<file path="config.mk">
export PLATFORM = sky130hd
export DESIGN_NAME = hmvc_ram
export DESIGN_NICKNAME = d
export VERILOG_FILES = /design/src/sv/hmvc_ram.sv
export SDC_FILE = /design/constraint.sdc
export NUM_CORES = 1
export LEC_CHECK = 0
export BUFFER_PORTS_ARGS = -buffer_cell sky130_fd_sc_hd__buf_2
export CAP_MARGIN = 20
export CORE_MARGIN = 2
export CORE_UTILIZATION = 40
export DETAILED_ROUTE_END_ITERATION = 10
export GPL_TIMING_DRIVEN = 0
export REMOVE_ABC_BUFFERS = 1
export SKIP_CTS_REPAIR_TIMING = 1
export SLEW_MARGIN = 20
export SYNTH_ARGS = -nofsm -noshare
export SYNTH_HDL_FRONTEND = slang
export SYNTH_SLANG_ARGS = --single-unit
export TNS_END_PERCENT = 50
</file>
<file path="constraint.sdc">
create_clock -name clk -period 2.83 [get_ports clk]
set_input_delay 0.283 -clock clk [delete_from_list [all_inputs] [get_ports clk]]
set_output_delay 0.283 -clock clk [all_outputs]
set_load 0.05 [all_outputs]
</file>
<file path="src/sv/hmvc_ram.sv">
// Generic simple dual-port RAM: one write port, one registered read port.
// No dependencies.
module hmvc_ram #(
    parameter int WIDTH = 8,
    parameter int DEPTH = 32
) (
    input  logic                     clk,
    input  logic                     wr_en,
    input  logic [$clog2(DEPTH)-1:0] wr_addr,
    input  logic [WIDTH-1:0]         wr_data,
    input  logic [$clog2(DEPTH)-1:0] rd_addr,
    output logic [WIDTH-1:0]         rd_data
);

    logic [WIDTH-1:0] mem [DEPTH];

    // Write port
    always_ff @(posedge clk)
    begin
        if (wr_en)
        begin
            mem[wr_addr] <= wr_data;
        end
    end

    // Registered read port
    always_ff @(posedge clk)
    begin
        rd_data <= mem[rd_addr];
    end

endmodule

</file>
==> results.sh <==
export IMPL_grt_setup_unrepaired="no"
export IMPL_yosys_cell_types_count=15
export IMPL_die_h_um=163
export IMPL_maxSlewHeadroom=0.435
export IMPL_power_leakage_nw=3.52
export IMPL_syn_to_final_growth_pct=13.6
export IMPL_synth_area_leaders="edfxtp_1 (76%), mux4_2 (18%), dfxtp_1 (1.6%)"
export IMPL_clk_latency_ns=0.52
export IMPL_worstPathMaxFanout=47
export IMPL_core_um2=24900
export IMPL_cp_arrival_ns=2.37
export IMPL_cts_clk_slew_worst_paths_ns=0.06
export IMPL_fin_nets=474
export IMPL_num_vias=4288
export IMPL_tightest_slew_ns=0.844
export IMPL_tns_ns=0
export IMPL_cts_buffers_inserted=26
export IMPL_reg2regPathDepth=3
export IMPL_fill_cells=2030
export IMPL_endpoint="rd_data[3]"
export IMPL_worstSetupPathType="in2reg"
export IMPL_htreeDepth=1
export IMPL_grt_pass1_wl_um=28300
export IMPL_grt_pass1_vias=4419
export IMPL_dr_pass1_iters=4
export IMPL_end_kind="flop"
export IMPL_io_pins=28
export IMPL_grt_max_degree=48
export IMPL_fin_cells=802
export IMPL_grt_use_total=0.146
export IMPL_clock_fmax_mhz=509
export IMPL_ys_seq_area_frac=0.781
export IMPL_grt_overflow_total=0
export IMPL_stdcell_area_um2=11400
export IMPL_multi_input_area_um2=2100
export IMPL_routed_via_density=5.35
export IMPL_drive_gt1_frac=0.333
export IMPL_yosysTopAreaCellShare=0.765
export IMPL_vdd_drop_max_uv=329
export IMPL_setup_viol=0
export IMPL_antenna_left=0
export IMPL_synth_area_per_cell_um2=24.1
export IMPL_core_rowCount=58
export IMPL_finalCriticalPeriod_ns=1.96
export IMPL_cts_root_buffer="clkbuf_16"
export IMPL_drtIter0Drc=428
export IMPL_crit_path_start_kind="input pin"
export IMPL_synth_cells=417
export IMPL_layout_commonest_cell="edfxtp_1"
export IMPL_p_total_mw=8.27
export IMPL_min_path_type="in2reg"
export IMPL_start_util=0.404
export IMPL_antenna_found_initial=2
export IMPL_globalplace_congestion=0.773
export IMPL_syn_area_um2=10100
export IMPL_mostFrequentLayoutCells="edfxtp_1 (256), mux4_2 (80), nor2_1 (33)"
export IMPL_startpoint="rd_addr[0]"
export IMPL_wl_per_cell_um=23.4
export IMPL_maxSlewViolCount=0
export IMPL_hpwlAfterDp_um=11700
export IMPL_fp_dieW_um=163
export IMPL_min_delay_path_depth=2
export IMPL_finalHoldViolCount=0
export IMPL_cts_num_sinks=264
export IMPL_period_share=0.694
export IMPL_maxCapViolations=0
export IMPL_power_density_nw_per_um2=724
export IMPL_wl_um=18800
export IMPL_r2r_start="mem[31][3]"
export IMPL_outcome="complete, no violations"
export IMPL_placed_cell_area_um2=10600
export IMPL_dieArea_um2=26400
export IMPL_cts_tree="done"
export IMPL_ctsLongestPathBuffers=3
export IMPL_yosysWarnings=0
export IMPL_regArea_um2=7850
export IMPL_dp_cells=756
export IMPL_rrSetupSlack_ns=1.00
export IMPL_r2r_end="rd_data[3]"
export IMPL_critPathRequiredTime_ns=3.23
export IMPL_ys_ff_latch=264
export IMPL_drc=0
export IMPL_port_buffers=27
export IMPL_skew_ns=0.00516
export IMPL_yosys_area_top_type="edfxtp_1"
## synthesized netlist by cell type (all sizes together)
cell      n
or3       1
nand3b    5
clkbuf    6
dfxtp     8
nor2     33
mux4     80
edfxtp  256
buf      14
nand2     1
nand3     2
mux2      8
or3b      3
## sequential cells by signal, summed over array words and instances (netlist names)
register / count
mem: 256
rd_data: 8
## cell families after synthesis
| family | Yosys count | synth area share |
|---|---|---|
| AND/OR/NAND/NOR | 45 | 0.0207 |
| flip-flops | 264 | 0.781 |
| multiplexers | 88 | 0.188 |
| buffers and inverters | 20 | 0.0106 |
## report_power, final
part	internal [mW]	total, mW	switching (mW)
Clock	2.09	3.46	1.36
Sequential	4.35	4.36	0.0121
Combinational	0.177	0.453	0.276
Total	6.62	8.27	1.65
## worst max-delay path: stages
cell and delay, ns:
buf_6 0.25, buf_16 0.36, mux4_2 0.60, mux4_2 0.53
mux2_2 0.31
## layer usage
layer  part of all wire  routed length (um)  GRT usage  vias to the layer above
met5            0.00037                   7          0                        -
met4              0.016                 303     0.0350                        2
met3              0.074                1390     0.0300                       29
met2               0.48                8980      0.232                      122
met1               0.43                8100      0.212                     2283
li1                   -                   -          -                     1852
## through the flow
step	hold WS, ns	worst slack [ns]	utilization
global route	0.168	0.759	0.459
CTS	0.148	0.830	0.459
global placement	0.692	-0.952	0.422
detailed placement	0.690	0.282	0.424
finish	0.172	0.866	0.459
floorplan	0.382	1.22	-
## area by class of cell
| class | instances | share of cell area |
|---|---|---|
| Sequential cell | 264 | 0.687 |
| Multi-Input combinational cell | 133 | 0.184 |
| Clock buffer | 32 | 0.0608 |
| Tap cell | 330 | 0.0362 |
| Timing Repair Buffer | 29 | 0.0174 |
| Clock inverter | 13 | 0.0144 |
| Antenna cell | 1 | 0.000219 |
## how the worst min path moves through the flow
stage	from	to
floorplan	wr_data[0]	mem[0][0]
global route	rd_addr[3]	rd_data[5]
detailed placement	rd_addr[3]	rd_data[5]
global placement	rd_addr[3]	rd_data[2]
CTS	rd_addr[3]	rd_data[5]
finish	rd_addr[3]	rd_data[5]
(Power assumes the default switching activity.)
