### config.mk
export PLATFORM = sky130hd
export DESIGN_NAME = hmvc_mul
export DESIGN_NICKNAME = d
export VERILOG_FILES = /design/src/sv/hmvc_pkg.sv /design/src/sv/hmvc_mul.sv
export SDC_FILE = /design/constraint.sdc
export NUM_CORES = 1
export LEC_CHECK = 0
export CAP_MARGIN = 20
export CORE_MARGIN = 2
export CORE_UTILIZATION = 30
export CTS_CLUSTER_DIAMETER = 100
export CTS_CLUSTER_SIZE = 14
export DETAILED_ROUTE_END_ITERATION = 8
export DONT_BUFFER_PORTS = 1
export PLACE_DENSITY = 0.54
export SYNTH_ARGS = -nofsm -noshare
export SYNTH_HDL_FRONTEND = slang
export SYNTH_SLANG_ARGS = --single-unit
### constraint.sdc
create_clock -name clk -period 10.8 [get_ports clk]
set_input_delay 2.16 -clock clk [delete_from_list [all_inputs] [get_ports clk]]
set_output_delay 2.16 -clock clk [all_outputs]
set_load 0.005 [all_outputs]
### src/sv/hmvc_pkg.sv
// Package for the horizon mask visibility check: field widths, request and
// result types, configuration register indexes. No dependencies.
package hmvc_pkg;

    // Storage depth default and fixed field widths
    localparam int MASK_DEPTH_DEF = 32;
    localparam int AZ_W           = 17;
    localparam int EL_W           = 16;
    localparam int RANGE_W        = 32;
    localparam int IDX_W          = 5;
    localparam int COUNT_W        = 6;
    localparam int CFG_IDX_W      = 2;
    localparam int CFG_DATA_W     = 32;

    // Shared multiplier: 18 x 18 signed operands
    localparam int MUL_W          = AZ_W + 1;
    localparam int PROD_W         = 2 * MUL_W;

    // Request commands
    typedef enum logic {
        CMD_LOAD = 1'b0,
        CMD_TEST = 1'b1
    } cmd_e;

    // Configuration register indexes
    typedef enum logic [CFG_IDX_W-1:0] {
        REG_RANGE_MIN = 2'd0,
        REG_RANGE_MAX = 2'd1,
        REG_BP_COUNT  = 2'd2
    } cfg_reg_e;

    typedef struct packed {
        logic                   command;
        logic [IDX_W-1:0]       entry_index;
        logic [AZ_W-1:0]        azimuth;
        logic signed [EL_W-1:0] elevation;
        logic [RANGE_W-1:0]     range_m;
    } in_item_t;

    typedef struct packed {
        logic satisfied;
    } out_item_t;

    typedef struct packed {
        logic [RANGE_W-1:0] range_min_m;
        logic [RANGE_W-1:0] range_max_m;
        logic [COUNT_W-1:0] breakpoint_count;
    } cfg_t;

    // One mask breakpoint as stored in the RAM
    typedef struct packed {
        logic [AZ_W-1:0]        az;
        logic signed [EL_W-1:0] el;
    } mask_entry_t;

endpackage

### src/sv/hmvc_mul.sv
// Shared signed multiplier with a registered product, used for both terms
// of the cross product. Uses hmvc_pkg.
module hmvc_mul
    import hmvc_pkg::*;
(
    input  logic                     clk,
    input  logic signed [MUL_W-1:0]  a,
    input  logic signed [MUL_W-1:0]  b,
    output logic signed [PROD_W-1:0] prod
);

    logic signed [PROD_W-1:0] prod_reg;

    always_ff @(posedge clk)
    begin
        prod_reg <= a * b;
    end

    assign prod = prod_reg;

endmodule

==> results of run 1 <==
through the flow:
| stage | utilization [%] | hold WS, ns | std cells | instance area, µm² |
|---|---|---|---|---|
| 4_1_cts | 31.81 | 1.950 | 1889 | 13610 |
| 3_5_place_dp | 31.42 | 2.287 | 1881 | 13450 |
| 2_1_floorplan | - | 2.282 | 1378 | 12910 |
| 3_3_place_gp | 31.42 | 2.286 | 1881 | 13450 |
| 5_1_grt | 31.81 | 1.958 | 1889 | 13610 |
| 6_report | 31.81 | 1.968 | 1889 | 13610 |
how the worst min path moves through the flow:
stage               cells after the start  slack, ns  endpoint
global placement                        1       2.29   prod[0]
floorplan                               1       2.28   prod[0]
global route                            1       1.96   prod[0]
detailed placement                      1       2.29   prod[0]
CTS                                     1       1.95   prod[0]
finish                                  1       1.97   prod[0]
worst max-delay path, stage by stage:
cell and delay [ns]:
and2_1 0.18, fa_1 0.58, inv_1 0.12, fa_1 0.47, inv_1 0.09, ha_1 0.47
inv_1 0.29, fa_1 0.57, inv_1 0.05, fa_1 0.53, inv_1 0.05, fa_1 0.49
inv_1 0.04, ha_1 0.36, and3_1 0.27, and4_1 0.21, o211ai_1 0.13, o211ai_1 0.21
o41ai_1 0.63, o2111ai_1 0.22, a21oi_1 0.21, xnor2_1 0.14
cell families after synthesis:
group                    after synthesis  synth area share, %
buffers and inverters                415                12.06
adder cells (fa/ha/maj)              422                60.01
multiplexers                           2               0.1647
flip-flops                            36                5.581
AND/OR/NAND/NOR                      387                15.40
XOR/XNOR                              34                2.306
AO/OA/AOI/OAI                         82                4.477
per-layer routing:
| layer | part of all wire, % | global-route usage (%) | up-vias |
|---|---|---|---|
| li1 | - | - | 3903 |
| met3 | 5.7 | 3.442 | 24 |
| met4 | 1.6 | 3.278 | 0 |
| met1 | 43 | 20.39 | 4518 |
| met2 | 50 | 26.00 | 188 |
| met5 | 0 | 0 | - |
cells in the final DEF (no fill, tap or decap), drive strengths merged, types with 16 or more instances in the layout:
| cell | count |
|---|---|
| a21oi | 22 |
| xnor2 | 32 |
| o21ai | 16 |
| and2 | 163 |
| ha | 93 |
| dfxtp | 36 |
| inv | 371 |
| fa | 329 |
| nor2b | 17 |
| nor2 | 18 |
| nand2 | 157 |
cell type report:
| type | instances | share of cell area [%] |
|---|---|---|
| sequential | 36 | 5.294 |
| tap | 546 | 5.018 |
| inverter | 371 | 10.23 |
| multi-input combinational | 927 | 78.17 |
| timing repair buffer | 1 | 0.05515 |
| clock inverter | 3 | 0.3125 |
| clock buffer | 5 | 0.9191 |
==> results.yml, run 1 <==
detailed_routing:
  drt_pre_antenna_iters: 5
  wl_per_cell_um: 16.98
  drc_errors: 0
  first_iter_violations: 372
  routed_via_density: 4.570
  via_count: 8633
  ant_nets: 0
  wirelength_um: 32070
placement:
  place_congestion: 0.8001
  dp_hpwl_um: 27630
  dpl_worst_slack_ns: 2.153
  placement.io_buffers: 0
timing:
  hold_viol_final: 0
  rsz0062_at_grt: "no"
  fin_crit_sh_pct: 76.55
  period_needed_ns: 8.267
  slew_viol_final: 0
  slew_headroom_pct: 52.64
  clock.fmax_mhz: 121.0
  setup_viol: 0
  worst_pin_slew_ns: 0.7012
  setup_slack_ns: 2.533
  fin_tns_setup_ns: 0
final_layout:
  final-seq-area_um2: 720.7
  diodes: 0
  fillerInstances: 4426
  largest_reg_flops: 36
  nets: 1801
  layout-drive-gt1-share_pct: 1.638
  multiInputGateArea_um2: 10640
  area_delta_synth_final_pct: 5.416
floorplan:
  io_pins: 73
  die-area_um2: 44720
  coreArea_um2: 42790
  start_util_pct: 30.18
  die_h_um: 211.5
  die_w_um: 211.5
  rows: 76
clock_network:
  clkTransAtPathRegs_ns: 0.07
  cts_hold_buf: 0
  cts_tree: "built"
  cts.root.buffer_cell: "clkbuf_16"
  post_cts_buffers: 0
  cts_made_buffers: 5
  numClockSinks: 36
  clk_path_buf_depth: 2
  cts_resized: 0
  htreeDepth: 2
logic_synthesis:
  synth_area_um2: 12910
  synth_commonest_cells: "inv_1, fa_1, and2_1"
  synth_edf_count: 0
  synth_fp_nets: 1837
  synth_flop_cell: "dfxtp_1"
  synthArstFlopShare_pct: 0
  synth.area.top_cells: "fa_1, inv_1, ha_1"
  synthCells: 1378
  syn-mean-instance-area_um2: 9.371
  synth_top_area_share_pct: 51.00
  yosysSeqAreaShare_pct: 5.581
  synth_seq_cells: 36
  synth.most_common_cell: "inv_1"
  yosys.area.top_type: "fa_1"
  synthDistinctLibCells: 48
  yosys_warnings: 0
min_path:
  hp-start: "a[0]"
  hold_path_class: "in2reg"
global_routing:
  grt_pass1_wl_um: 52990
  gr-total-overflow: 0
  grtUsageTotal_pct: 15.45
  grt_max_degree: 20
  antenna_found_initial: 0
  grt_pass1_vias: 9472
setup_path:
  critPathCaptureType: "flop"
  critPathRequiredTime_ns: 11.04
  crit_start: "b[1]"
  cp-start-kind: "primary input"
  path_class: "in2reg"
  critPathMaxFanout: 18
  arrival_ns: 8.51
  crit_end: "prod[35]"
run:
  drv_cap: 0
status:
  status: "completed"
Power of run 1 is not shown: default switching activity piles up to over one toggle a cycle in this logic, so the estimate is an artifact.
==> run 2, diff against run 1 <==
--- a/config.mk
+++ b/config.mk
@@ -12,7 +12,7 @@
 export CTS_CLUSTER_SIZE = 14
 export DETAILED_ROUTE_END_ITERATION = 8
 export DONT_BUFFER_PORTS = 1
-export PLACE_DENSITY = 0.54
+export PLACE_DENSITY = 0.55
 export SYNTH_ARGS = -nofsm -noshare
 export SYNTH_HDL_FRONTEND = slang
 export SYNTH_SLANG_ARGS = --single-unit
==> constraint.sdc (replaced) <==
create_clock -name clk -period 6.65 [get_ports clk]
set_input_delay 1.33 -clock clk [delete_from_list [all_inputs] [get_ports clk]]
set_output_delay 1.33 -clock clk [all_outputs]
set_load 0.005 [all_outputs]
==> results.yml, run 2 (synthesis gave the netlist of run 1 again) <==
status:
  status: "completed"
final_layout:
  multiInputGateArea_um2: 10960
  final_common_cell: "inv_1"
  area_delta_synth_final_pct: 12.88
  layout_common_cells: "inv_1, fa_1, and2_1"
  fin_cells: 1974
  fillerInstances: 4462
  nets: 1886
  largest_reg_flops: 36
  layout-drive-gt1-share_pct: 10.78
  diodes: 0
  final-seq-area_um2: 720.7
  final_area_um2: 14580
setup_path:
  critPathRequiredTime_ns: 6.85
  cp-start-kind: "primary input"
  crit_family: "adder cells"
  crit_chain: "and2_1 -> fa_1 -> inv_1 -> fa_1 -> fa_1 -> inv_1 -> fa_1 -> fa_1 -> inv_1 -> fa_1 -> inv_1 -> ha_4 -> a21oi_2 -> o21ai_2 -> a221oi_4 -> o211ai_1 -> o41ai_2 -> buf_4 -> o2111ai_4 -> a21oi_2 -> xnor2_1"
  critPathMostFrequentCell: "fa_1"
  arrival_ns: 6.67
  path_class: "in2reg"
  critPathMaxFanout: 18
  slowest_delay_ns: 0.53
  cpMaxStageDelayCell: "fa_1"
  critPathCaptureType: "flop"
  cp.buffers_inverters: 5
global_routing:
  gr-total-overflow: 0
  grt_pass1_wl_um: 53470
  antenna_found_initial: 0
  grt_pass1_vias: 10326
  grt_max_degree: 20
  grtUsageTotal_pct: 15.45
run:
  drv_cap: 0
min_path:
  worstHoldPathCells: 1
  hp-start: "a[0]"
  hold_path_end: "prod[0]"
  hold_path_class: "in2reg"
placement:
  dpl_worst_slack_ns: -0.5254
  dpl.cell_count: 1961
  placement.io_buffers: 0
  place_congestion: 0.8312
  dp_hpwl_um: 26650
  dpl_cell_area_um2: 14200
timing:
  slew_headroom_pct: 53.82
  setup_viol: 0
  worst_pin_slew_ns: 0.6927
  fin_crit_sh_pct: 97.32
  slew_viol_final: 0
  setup_slack_ns: 0.1781
  period_needed_ns: 6.472
  hold_viol_final: 0
  fin_tns_setup_ns: 0
  clock.fmax_mhz: 154.5
clock_network:
  clkTransAtPathRegs_ns: 0.06
  cts_hold_buf: 0
  clk_path_buf_depth: 2
  cts_made_buffers: 5
  cts.root.buffer_cell: "clkbuf_16"
  htreeDepth: 2
  cts_tree: "built"
  numClockSinks: 36
floorplan:
  die_w_um: 211.5
  rows: 76
  die_h_um: 211.5
  io_pins: 73
  coreArea_um2: 42790
  die-area_um2: 44720
  start_util_pct: 30.18
detailed_routing:
  first_iter_violations: 322
  ant_nets: 0
  wirelength_um: 31290
  routed_via_density: 4.544
  drt_pre_antenna_iters: 4
  drc_errors: 0
  wl_per_cell_um: 15.85
  via_count: 8970
-- run 2: cell types whose count changed in the layout (fill, tap and decap cells not counted), sizes merged --
cell,previous run,this run
buf,1,86
clkinv,1,0
inv,371,372
-- run 2: cell type report --
class | count | area share [%]
Multi-Input combinational cell | 927 | 75.16
Inverter | 371 | 9.554
Sequential cell | 36 | 4.944
Tap cell | 546 | 4.687
Timing Repair Buffer | 86 | 4.481
Clock buffer | 5 | 0.8584
Clock inverter | 3 | 0.3176
-- run 2: worst max-delay path by stage --
stage          startpoint        to  slack (ns)  depth (start not counted)
5_1_grt             a[13]  prod[35]       -0.03                         21
3_3_place_gp        a[14]  prod[27]       -0.50                         22
2_1_floorplan        b[9]  prod[35]       -0.03                         21
3_5_place_dp        a[14]  prod[27]       -0.53                         22
4_1_cts              b[6]  prod[33]        0.02                         20
6_report            a[13]  prod[35]        0.18                         21
-- run 2: layer usage --
layer,vias to the layer above,track usage [%],share of wire (%)
li1,4071,-,-
met1,4718,18.67,41
met2,144,28.18,52
met3,37,2.804,4.4
met4,0,4.055,2.2
met5,-,0,0
-- run 2: repair_timing --
action | CTS | global route
pin swaps | 1 | 52
setup buffers | 0 | 5
setup endpoints to repair | 5 | 9
resized for setup | 1 | 36
-- run 2: through the flow --
stage / hold slack [ns] / util (%)
detailed placement: 1.527 / 33.19
finish: 1.208 / 34.06
global placement: 1.521 / 33.19
global route: 1.186 / 34.06
floorplan: 1.452 / -
CTS: 1.199 / 33.60
Power of run 2 is left out for the same reason.
